<file path="src/lik_pkg.sv">
// ----------------------------------------------------------------------------
// lik_pkg
// Shared types, constants and the arctangent table for the leg IK core.
// ----------------------------------------------------------------------------
`default_nettype none

package lik_pkg;

   localparam int CORDIC_STEPS = 16;
   localparam int STEP_W       = $clog2(CORDIC_STEPS);
   localparam int TAB_W        = 5;
   localparam int QUEUE_DEPTH  = 2;

   // angles are Q.30 radians
   typedef logic signed [35:0] angle_type;
   typedef logic signed [33:0] cord_type;

   localparam angle_type PI_Q30   = 36'sd3373259426;
   localparam angle_type ROUND_Q12 = 36'sd131072;

   typedef struct packed {
      logic [14:0]        coxa_offset_x;
      logic signed [15:0] coxa_offset_z;
      logic [14:0]        femur_length;
      logic [14:0]        tibia_length;
   } leg_cfg_type;

   // front to back: planar geometry of one request
   typedef struct packed {
      logic signed [15:0] x;
      logic signed [15:0] y;
      logic signed [16:0] h;
      logic signed [16:0] dz;
      logic [16:0]        l;
   } leg_item_type;

   typedef struct packed {
      logic signed [15:0] coxa_angle;
      logic signed [15:0] femur_angle;
      logic signed [15:0] tibia_angle;
      logic               out_of_reach;
   } leg_result_type;

   function automatic angle_type atan_entry(input logic [TAB_W-1:0] idx);
      angle_type v;
      case (idx)
         5'd0:    v = 36'sh03243F6A8;
         5'd1:    v = 36'sh01DAC6705;
         5'd2:    v = 36'sh00FADBAFC;
         5'd3:    v = 36'sh007F56EA6;
         5'd4:    v = 36'sh003FEAB76;
         5'd5:    v = 36'sh001FFD55B;
         5'd6:    v = 36'sh000FFFAAA;
         5'd7:    v = 36'sh0007FFF55;
         5'd8:    v = 36'sh0003FFFEA;
         5'd9:    v = 36'sh0001FFFFD;
         5'd10:   v = 36'sh0000FFFFF;
         5'd11:   v = 36'sh00007FFFF;
         5'd12:   v = 36'sh00003FFFF;
         5'd13:   v = 36'sh00001FFFF;
         5'd14:   v = 36'sh00000FFFF;
         5'd15:   v = 36'sh000007FFF;
         5'd16:   v = 36'sh000003FFF;
         5'd17:   v = 36'sh000001FFF;
         5'd18:   v = 36'sh000000FFF;
         5'd19:   v = 36'sh0000007FF;
         5'd20:   v = 36'sh0000003FF;
         5'd21:   v = 36'sh0000001FF;
         5'd22:   v = 36'sh0000000FF;
         5'd23:   v = 36'sh00000007F;
         default: v = '0;
      endcase
      return v;
   endfunction

   // Q.30 to Q4.12, round half up
   function automatic logic signed [15:0] to_q12(input angle_type a);
      angle_type s;
      s = a + ROUND_Q12;
      return s[33:18];
   endfunction

endpackage

`default_nettype wire

</file>
<file path="src/lik_queue.sv">
// ----------------------------------------------------------------------------
// lik_queue
// Short FIFO of planar geometry items between the front and the back end.
// ----------------------------------------------------------------------------
`default_nettype none

module lik_queue (
   input  wire logic                  clock,
   input  wire logic                  reset,
   input  wire logic                  in_push,
   input  wire lik_pkg::leg_item_type in_item,
   input  wire logic                  in_pop,
   output logic                       out_full,
   output logic                       out_empty,
   output lik_pkg::leg_item_type      out_item
);
   import lik_pkg::*;

   localparam int PTR_W = (QUEUE_DEPTH > 1) ? $clog2(QUEUE_DEPTH) : 1;
   localparam int CNT_W = $clog2(QUEUE_DEPTH + 1);

   leg_item_type     mem_ff [QUEUE_DEPTH];
   logic [PTR_W-1:0] wr_ff, wr_in, rd_ff, rd_in;
   logic [CNT_W-1:0] cnt_ff, cnt_in;
   logic             do_push, do_pop;

   assign out_full  = (cnt_ff == CNT_W'(QUEUE_DEPTH));
   assign out_empty = (cnt_ff == '0);
   assign out_item  = mem_ff[rd_ff];
   assign do_push   = in_push && !out_full;
   assign do_pop    = in_pop && !out_empty;

   always_comb begin
      wr_in  = wr_ff;
      rd_in  = rd_ff;
      cnt_in = cnt_ff;
      if (do_push) begin
         wr_in = (wr_ff == PTR_W'(QUEUE_DEPTH - 1)) ? '0 : wr_ff + 1'b1;
      end
      if (do_pop) begin
         rd_in = (rd_ff == PTR_W'(QUEUE_DEPTH - 1)) ? '0 : rd_ff + 1'b1;
      end
      if (do_push && !do_pop) begin
         cnt_in = cnt_ff + 1'b1;
      end else if (do_pop && !do_push) begin
         cnt_in = cnt_ff - 1'b1;
      end
   end

   always_ff @(posedge clock) begin
      if (reset) begin
         wr_ff  <= '0;
         rd_ff  <= '0;
         cnt_ff <= '0;
      end else begin
         wr_ff  <= wr_in;
         rd_ff  <= rd_in;
         cnt_ff <= cnt_in;
      end
      if (do_push) begin
         mem_ff[wr_ff] <= in_item;
      end
   end

endmodule

`default_nettype wire

</file>
<file path="config.mk">
export PLATFORM = sky130hd
export DESIGN_NAME = lik_queue
export DESIGN_NICKNAME = d
export VERILOG_FILES = /design/src/lik_pkg.sv /design/src/lik_queue.sv
export SDC_FILE = /design/constraint.sdc
export NUM_CORES = 1
export LEC_CHECK = 0
export BUFFER_PORTS_ARGS = -buffer_cell sky130_fd_sc_hd__buf_2
export CAP_MARGIN = 20
export CORE_ASPECT_RATIO = 0.9
export CORE_MARGIN = 2
export CORE_UTILIZATION = 50
export DETAILED_ROUTE_END_ITERATION = 8
export PLACE_DENSITY = 0.88
export SLEW_MARGIN = 20
export SYNTH_ARGS = -nofsm -noshare
export SYNTH_HDL_FRONTEND = slang
export SYNTH_SLANG_ARGS = --single-unit
</file>
<file path="constraint.sdc">
create_clock -name clock -period 10.6 [get_ports clock]
set_clock_uncertainty 0.2 [all_clocks]
set_input_delay 2.65 -clock clock [delete_from_list [all_inputs] [get_ports clock]]
set_output_delay 2.65 -clock clock [all_outputs]
set_load 0.005 [all_outputs]
</file>
==> results.json, run 1 <==
{
  "status": "complete, no violations",
  "grt.overflow.total": 0,
  "syn_area_per_cell_um2": 21.9,
  "final_area_um2": 7890,
  "post-route-period-util_pct": 45.4,
  "crit_chain": "buf_12 -> mux2_2 -> buf_2",
  "coreArea_um2": 12100,
  "grt_pass1_wl_um": 15900,
  "worst-r2r-cell-count": 4,
  "synth_area_um2": 6200,
  "dieArea_um2": 13300,
  "r2r-start": "cnt_ff[0]",
  "io_pins": 172,
  "cts_hold_buffers": 0,
  "min_from": "rd_ff",
  "synth_top_area_share_pct": 80.4,
  "crit_type": "reg -> out",
  "place_congestion": 0.687,
  "worst_slew_pin_slew_ns": 0.716,
  "critical_path_arrival_ns": 1.96,
  "p_leak_nw": 2.96,
  "slowest_stage": "dfxtp_4",
  "place_inst": 606,
  "finalPower_mw": 1.93,
  "yosys_warnings": 0,
  "hold_depth": 2,
  "h-tree-depth": 4,
  "crit_fanout": 46,
  "maxCapViolCount": 0,
  "synth_fp_nets": 371,
  "clock_path_buffers": 2,
  "drc": 0,
  "synth-edff-count": 166,
  "finalSetupViolCount": 0,
  "final_net_count": 555,
  "post-cts-setup-buffer-count": 0,
  "setup_tns_ns": 0,
  "antenna_found_initial": 0,
  "max_freq_mhz": 208,
  "irDropWorstVdd_mv": 0.198,
  "vias": 3220,
  "fin_util_pct": 65.3,
  "slew_violations": 0,
  "async_flop_share_pct": 0,
  "power.density_nw_per_um2": 245,
  "yosysMostFrequentCell": "edfxtp_1",
  "vias_per_cell": 5.03,
  "cts_made_buffers": 17,
  "ant_nets": 0,
  "synth_cells": 283,
  "port_buffers": 171,
  "cts.sinks": 171,
  "wirelength_um": 10800,
  "ys_seq_area_share_pct": 82.0,
  "grt_usage_pct": 16.3,
  "crit_path_end_kind": "output pin",
  "synth-seq-cells": 171,
  "routedWlPerCell_um": 16.9,
  "min_period_ns": 4.81,
  "relSlewSlack_pct": 52.2,
  "hp-class": "reg -> reg",
  "place_area_um2": 7210,
  "rows": 38,
  "synthTopCellsByCount": "edfxtp_1 (166), mux2_2 (83), buf_4 (7), dfxtp_1 (5), nor2_1 (5)",
  "finalNonFillerCells": 640,
  "r2r_end": "mem_ff[0][60]",
  "holdWs_ns": 0.320,
  "die_height_um": 110,
  "preCtsSetupSlack_ns": 5.68,
  "rsz0062_at_grt": "no",
  "cts_resized": 0,
  "path_clk_slew_ns": 0.06,
  "drt_first_pass_iters": 6,
  "drt_iter0_drc": 192,
  "initial_core_util_pct": 51.3,
  "slowest_delay_ns": 0.67,
  "ys_types": 14,
  "clock_latency_ns": 0.41,
  "grt_max_degree": 84,
  "cts_tree": "done",
  "synth.largest_area_cell": "edfxtp_1",
  "ys.flop_type": "edfxtp_1",
  "cp_top_family": "flip-flops",
  "clockRootBuffer": "clkbuf_16",
  "cp_num_buf_inv": 2,
  "syn2layout_area_growth_pct": 27.2,
  "drive_gt1_share_pct": 60.2,
  "start_kind": "register",
  "dieWidth_um": 121,
  "rrSetupSlack_ns": 8.02,
  "setup_ws_ns": 5.79,
  "hold_violations": 0,
  "dpl.hpwl_um": 6840,
  "required_ns": 7.75,
  "antennaDiodeCount": 0,
  "grt_pass1_vias": 3203,
  "ys_top_cells_by_area": "edfxtp_1 (80%), mux2_2 (15%), dfxtp_1 (1.6%)"
}
-- registers in the layout (all words and copies together) (netlist names), named ones only --
signal	flops
wr_ff	1
rd_ff	1
cnt_ff	2
mem_ff	166
-- routing by layer --
metal / vias to the layer above / wire length (um) / GRT usage [%]
li1: 1491 / - / -
met1: 1579 / 4270 / 18.9
met2: 128 / 5750 / 27.9
met3: 22 / 633 / 4.67
met4: 0 / 194 / 8.54
met5: - / 0 / 0
-- layout by cell type (no fill, tap or decap), drive strengths merged --
cell / instances
ha: 1
or3: 2
clkinv: 7
nor2: 5
xor2: 3
and2: 1
nor2b: 1
buf: 174
o21ai: 3
edfxtp: 166
clkbuf: 19
dfxtp: 5
a21oi: 2
mux2: 83
inv: 2
bufinv: 5
clkinvlp: 1
-- tightest hold or removal path, delay by kind of cell, from the launching register on --
family        cells  cell delay (ns)
xor+xnor          1             0.08
flops             1             0.33
simple gates      1             0.08
-- layout make-up --
| class | count | area, um2 |
|---|---|---|
| clock buffers | 19 | 433 |
| flip-flops and latches | 171 | 5090 |
| well taps | 160 | 200 |
| multi-input cells | 101 | 1050 |
| repair buffers | 174 | 911 |
| clock inverters | 13 | 198 |
| inverters | 2 | 8.76 |
| fillers | 855 | 4190 |
-- kinds of logic (layout without fill, tap and decap cells) --
group           count (synthesis)  count (layout)  share of synthesized area, %
compound gates                  5               5                         0.404
simple gates                    9               9                         0.747
flops                         171             171                          82.0
xor+xnor                        3               3                         0.424
buf+inv                        11             208                          1.13
mux                            83              83                          15.1
fa+ha+maj                       1               1                         0.202
-- where the power goes --
| group | leakage [nW] | total [mW] | switching, mW | internal, mW |
|---|---|---|---|---|
| logic | 1.06 | 0.385 | 0.180 | 0.205 |
| registers | 1.59 | 0.893 | 0.0420 | 0.851 |
| clock network | 0.306 | 0.654 | 0.238 | 0.416 |
-- worst max path at each step --
| stage | startpoint | end | slack, ns | depth (start not counted) |
|---|---|---|---|---|
| 6_report | register | out_item[69] | 5.79 | 3 |
| 5_1_grt | register | out_item[69] | 5.68 | 3 |
| 4_1_cts | register | out_item[0] | 5.59 | 2 |
| 3_5_place_dp | in_push | mem_ff[0][73] | 5.68 | 5 |
| 3_3_place_gp | in_push | mem_ff[0][23] | 5.73 | 5 |
| 2_1_floorplan | in_push | mem_ff[1][0] | 5.18 | 3 |
Power figures use the tool's default switching activity.
==> run 2, diff against run 1 <==
--- a/config.mk
+++ b/config.mk
@@ -5,13 +5,14 @@
 export SDC_FILE = /design/constraint.sdc
 export NUM_CORES = 1
 export LEC_CHECK = 0
+export ABC_AREA = 1
 export BUFFER_PORTS_ARGS = -buffer_cell sky130_fd_sc_hd__buf_2
 export CAP_MARGIN = 20
 export CORE_ASPECT_RATIO = 0.9
 export CORE_MARGIN = 2
 export CORE_UTILIZATION = 50
 export DETAILED_ROUTE_END_ITERATION = 8
-export PLACE_DENSITY = 0.88
+export PLACE_DENSITY = 0.87
 export SLEW_MARGIN = 20
 export SYNTH_ARGS = -nofsm -noshare
 export SYNTH_HDL_FRONTEND = slang
==> constraint.sdc (replaced) <==
create_clock -name clock -period 4.5 [get_ports clock]
set_clock_uncertainty 0.2 [all_clocks]
set_input_delay 1.125 -clock clock [delete_from_list [all_inputs] [get_ports clock]]
set_output_delay 1.125 -clock clock [all_outputs]
set_load 0.005 [all_outputs]
==> run 2 against run 1 <==
Compared with the run above: area after synthesis is 6.2% higher; synthesized cell count grew 4.2%; via count increased by 2.4%; critical path depth is the same; cell area increased by 2.9%; count of clock-buffer cells in the layout down 1; clock power increased by 110%; critical endpoint is now out_item[66]; largest cell class unchanged; highest routed layer unchanged.
==> results.json, run 2 <==
{
  "status": "complete, no violations",
  "die_height_um": 113,
  "setup_ws_ns": 1.08,
  "drt_iter0_drc": 227,
  "preCtsSetupSlack_ns": 1.49,
  "rsz0062_at_grt": "no",
  "synth_cells": 295,
  "ys_types": 17,
  "drc": 0,
  "critical_path_arrival_ns": 2.09,
  "dpl.hpwl_um": 7550,
  "min_from": "rd_ff",
  "routedWlPerCell_um": 17.3,
  "setup_tns_ns": 0,
  "r2r_end": "mem_ff[1][13]",
  "regMostFlops": "mem_ff",
  "h-tree-depth": 4,
  "post-cts-setup-buffer-count": 0,
  "io_pins": 172,
  "clock_path_buffers": 2,
  "initial_core_util_pct": 51.5,
  "finalSetupViolCount": 0,
  "ys_seq_area_share_pct": 77.2,
  "synth_top_area_share_pct": 75.7,
  "yosysMostFrequentCell": "edfxtp_1",
  "rows": 39,
  "clockRootBuffer": "clkbuf_16",
  "p_leak_nw": 3.19,
  "cts_tree": "done",
  "required_ns": 3.17,
  "ys_top_cells_by_area": "edfxtp_1 (76%), mux2_4 (16%), mux2_2 (2.2%)",
  "ant_nets": 0,
  "rrSetupSlack_ns": 2.30,
  "synthTopCellsByCount": "edfxtp_1 (166), mux2_4 (70), mux2_2 (13), inv_1 (9), nor2_1 (9)",
  "crit_path_end_kind": "output pin",
  "crit_fanout": 49,
  "top_regs": "mem_ff: 166 flops, cnt_ff: 2 flops",
  "grt_pass1_vias": 3473,
  "path_clk_slew_ns": 0.06,
  "largest_reg_flops": 166,
  "max_freq_mhz": 292,
  "synth-edff-count": 166,
  "relSlewSlack_pct": 57.3,
  "hp-class": "reg -> reg",
  "synth.largest_area_cell": "edfxtp_1",
  "antennaDiodeCount": 0,
  "hold_depth": 3,
  "grt_max_degree": 50,
  "clock_latency_ns": 0.42,
  "slew_violations": 0,
  "start_kind": "register",
  "final_common_cell": "buf_2",
  "cts_hold_buffers": 0,
  "hold_violations": 0,
  "cts_made_buffers": 17,
  "irDropWorstVdd_mv": 0.454,
  "vias_per_cell": 5.02,
  "ys.flop_type": "edfxtp_1",
  "antenna_found_initial": 0,
  "synth_fp_nets": 383,
  "cts_resized": 0,
  "crit_type": "reg -> out",
  "r2r-start": "cnt_ff[0]",
  "final_net_count": 569,
  "dieWidth_um": 125,
  "cts.sinks": 171,
  "grt.overflow.total": 0,
  "grt_pass1_wl_um": 17200,
  "fin_util_pct": 63.5,
  "min_period_ns": 3.42,
  "async_flop_share_pct": 0,
  "synth-seq-cells": 171,
  "power.density_nw_per_um2": 548,
  "drt_first_pass_iters": 4,
  "worst_slew_pin_slew_ns": 0.641,
  "post-route-period-util_pct": 76.0,
  "syn2layout_area_growth_pct": 23.3,
  "place_congestion": 0.686,
  "syn_area_per_cell_um2": 22.3,
  "coreArea_um2": 12800,
  "drive_gt1_share_pct": 58.8,
  "yosys_warnings": 0,
  "synth_area_um2": 6590,
  "holdWs_ns": 0.365,
  "worst-r2r-cell-count": 3,
  "wirelength_um": 11400,
  "port_buffers": 171,
  "grt_usage_pct": 16.1,
  "vias": 3298,
  "maxCapViolCount": 0,
  "final_cell_mix": "buf_2 (171), edfxtp_1 (166), mux2_4 (70)",
  "dieArea_um2": 14100
}
run 2: cell types whose count changed after synthesis, moves of 2 or more:
cell,delta
buf_12,+7
nor2_1,+4
nand2_1,+4
xor2_1,-3
inv_1,+7
mux2_4,+70
mux2_2,-70
or3_1,-2
buf_4,-7
run 2: layer usage:
layer	part of all wire, %	track usage, %	vias up	wire, um
met5	0	0	-	0
met4	2.2	7.56	0	255
met3	7.7	6.71	22	870
met2	51	27.3	140	5800
met1	39	17.9	1617	4430
li1	-	-	1519	-
run 2: per-stage QoR:
stage	area, um2	cells	total power [mW]
finish	8120	657	4.44
global route	8120	657	4.63
CTS	8120	657	4.50
detailed placement	7560	626	3.13
global placement	7560	626	3.08
floorplan	6590	295	2.83
run 2: area by class of cell:
| cell class | count | area, um2 |
|---|---|---|
| Sequential cell | 171 | 5090 |
| Fill cell | 901 | 4670 |
| Multi-Input combinational cell | 106 | 1330 |
| Timing Repair Buffer | 176 | 906 |
| Clock buffer | 18 | 429 |
| Tap cell | 164 | 205 |
| Clock inverter | 13 | 129 |
| Inverter | 9 | 33.8 |
run 2: cells by family (layout without fill, tap and decap cells):
group	Yosys count	count (layout)	share of synthesized area (%)
mux	83	83	18.2
flops	171	171	77.2
simple gates	16	16	1.01
fa+ha+maj	1	1	0.190
compound gates	6	6	0.513
buf+inv	18	216	2.89
run 2: how the worst max path moves through the flow:
stage / endpoint / slack [ns]
2_1_floorplan: mem_ff[0][0] / -0.88
3_3_place_gp: out_item[61] / 1.50
3_5_place_dp: out_item[71] / 1.49
4_1_cts: out_item[71] / 1.03
5_1_grt: out_item[71] / 0.96
6_report: out_item[66] / 1.08
run 2: critical path: stages, from the launching register on:
cell and delay, ns:
dfxtp_4 0.74, buf_12 0.39, mux2_2 0.39, buf_2 0.13
run 2: power breakdown:
group          switching [mW]  total [mW]  internal (mW)
Sequential              0.107        2.12           2.02
Clock                   0.556        1.36          0.805
Combinational           0.429       0.960          0.531
Total                    1.09        4.44           3.35
==> run 3, diff against run 2 <==
--- a/config.mk
+++ b/config.mk
@@ -5,12 +5,12 @@
 export SDC_FILE = /design/constraint.sdc
 export NUM_CORES = 1
 export LEC_CHECK = 0
-export ABC_AREA = 1
+export ABC_AREA = 0
 export BUFFER_PORTS_ARGS = -buffer_cell sky130_fd_sc_hd__buf_2
 export CAP_MARGIN = 20
 export CORE_ASPECT_RATIO = 0.9
 export CORE_MARGIN = 2
-export CORE_UTILIZATION = 50
+export CORE_UTILIZATION = 47
 export DETAILED_ROUTE_END_ITERATION = 8
 export PLACE_DENSITY = 0.87
 export SLEW_MARGIN = 20
==> constraint.sdc (replaced) <==
create_clock -name clock -period 2.9 [get_ports clock]
set_clock_uncertainty 0.2 [all_clocks]
set_input_delay 0.725 -clock clock [delete_from_list [all_inputs] [get_ports clock]]
set_output_delay 0.725 -clock clock [all_outputs]
set_load 0.005 [all_outputs]
==> run 3 against run 2 <==
Compared with the run above: global-route usage up 0.25 points; sequential share of layout area up 2.0 points; count of clock-buffer cells in the layout up 8; sequential power up 50%; cell area down 3.0%; via count down 2.6%; combinational power up 57%; hold slack worse by 0.069 ns; critical endpoint is now out_item[38].
==> results.json, run 3 (synthesis results as in run 1) <==
{
  "relSlewSlack_pct": 66.3,
  "io_pins": 172,
  "rsz0062_at_grt": "no",
  "top_regs": "mem_ff: 166 flops, cnt_ff: 2 flops",
  "required_ns": 1.98,
  "hold_depth": 2,
  "worst-r2r-cell-count": 4,
  "ant_nets": 0,
  "cts.sinks": 171,
  "cts_hold_buffers": 0,
  "fin_util_pct": 61.6,
  "finalPower_mw": 6.84,
  "clock_latency_ns": 0.41,
  "h-tree-depth": 4,
  "vias": 3211,
  "cts_tree": "done",
  "rrSetupSlack_ns": 1.09,
  "crit_fanout": 39,
  "crit_path_end_kind": "output pin",
  "rows": 39,
  "port_buffers": 171,
  "dpl.hpwl_um": 7400,
  "drive_gt1_share_pct": 60.4,
  "clock_path_buffers": 2,
  "finalNonFillerCells": 647,
  "slew_violations": 0,
  "final_cell_mix": "buf_2 (171), edfxtp_1 (166), mux2_2 (83)",
  "setup_ws_ns": 0.231,
  "coreArea_um2": 12800,
  "die_height_um": 113,
  "cts_resized": 0,
  "start_kind": "register",
  "grt_usage_pct": 16.4,
  "r2r-start": "cnt_ff[0]",
  "clockRootBuffer": "clkbuf_16",
  "final_net_count": 557,
  "cts_made_buffers": 17,
  "power.density_nw_per_um2": 869,
  "hp-class": "reg -> reg",
  "grt_pass1_vias": 3471,
  "crit_type": "reg -> out",
  "min_period_ns": 2.67,
  "routedWlPerCell_um": 17.1,
  "grt.overflow.total": 0,
  "dieArea_um2": 14100,
  "path_clk_slew_ns": 0.06,
  "dieWidth_um": 125,
  "hold_violations": 0,
  "setup_tns_ns": 0,
  "grt_max_degree": 84,
  "place_inst": 614,
  "irDropWorstVdd_mv": 0.699,
  "preCtsSetupSlack_ns": 0.633,
  "finalSetupViolCount": 0,
  "worst_slew_pin_slew_ns": 0.506,
  "p_leak_nw": 2.93,
  "maxCapViolCount": 0,
  "min_from": "wr_ff",
  "largest_reg_flops": 166,
  "place_congestion": 0.723,
  "max_freq_mhz": 375,
  "drt_iter0_drc": 166,
  "min_to": "wr_ff",
  "drc": 0,
  "grt_pass1_wl_um": 17400,
  "antenna_found_initial": 1,
  "syn2layout_area_growth_pct": 26.9,
  "initial_core_util_pct": 48.5,
  "post-cts-setup-buffer-count": 0,
  "wirelength_um": 11100,
  "r2r_end": "mem_ff[0][63]",
  "final_common_cell": "buf_2",
  "regMostFlops": "mem_ff",
  "post-route-period-util_pct": 92.0,
  "drt_first_pass_iters": 4,
  "status": "complete, no violations",
  "critical_path_arrival_ns": 1.74,
  "vias_per_cell": 4.96
}
==> run 3: metrics by stage <==
| step | hold WS [ns] | area [um2] |
|---|---|---|
| after floorplan | 0.252 | 6200 |
| after global placement | 0.274 | 7300 |
| after detailed placement | 0.292 | 7300 |
| after CTS | 0.271 | 7870 |
| after global routing | 0.267 | 7870 |
| final | 0.296 | 7870 |
==> run 3: routing by layer <==
metal | routed length [um] | part of all wire (%) | GRT usage [%]
met1 | 4370 | 39 | 18.4
met2 | 5790 | 52 | 28.3
met3 | 786 | 7.1 | 7.14
met4 | 124 | 1.1 | 5.41
met5 | 0 | 0 | 0
==> run 3: worst max path at each step <==
stage / cells after the start / to / start / slack [ns]
2_1_floorplan: 3 / mem_ff[0][0] / in_push / 0.16
3_3_place_gp: 3 / out_item[33] / register / 0.64
3_5_place_dp: 3 / out_item[61] / register / 0.63
4_1_cts: 3 / out_item[55] / register / 0.16
5_1_grt: 3 / out_item[13] / register / 0.11
6_report: 3 / out_item[38] / register / 0.23
==> run 3: worst max-delay path, stage by stage, from the launching register on <==
cell and delay [ns]:
dfxtp_4 0.36, buf_4 0.43, mux2_2 0.40, buf_2 0.13
==> run 3: area by class of cell <==
type	count	area, um2
Sequential cell	171	5090
Fill cell	922	4910
Multi-Input combinational cell	101	1050
Timing Repair Buffer	176	943
Clock buffer	26	509
Tap cell	164	205
Clock inverter	6	62.6
Inverter	2	11.3
Antenna cell	1	2.50
==> run 3: where the power goes <==
group / switching (mW) / internal [mW]
combinational: 0.734 / 0.779
clock: 0.844 / 1.29
sequential: 0.0840 / 3.11
total: 1.66 / 5.18
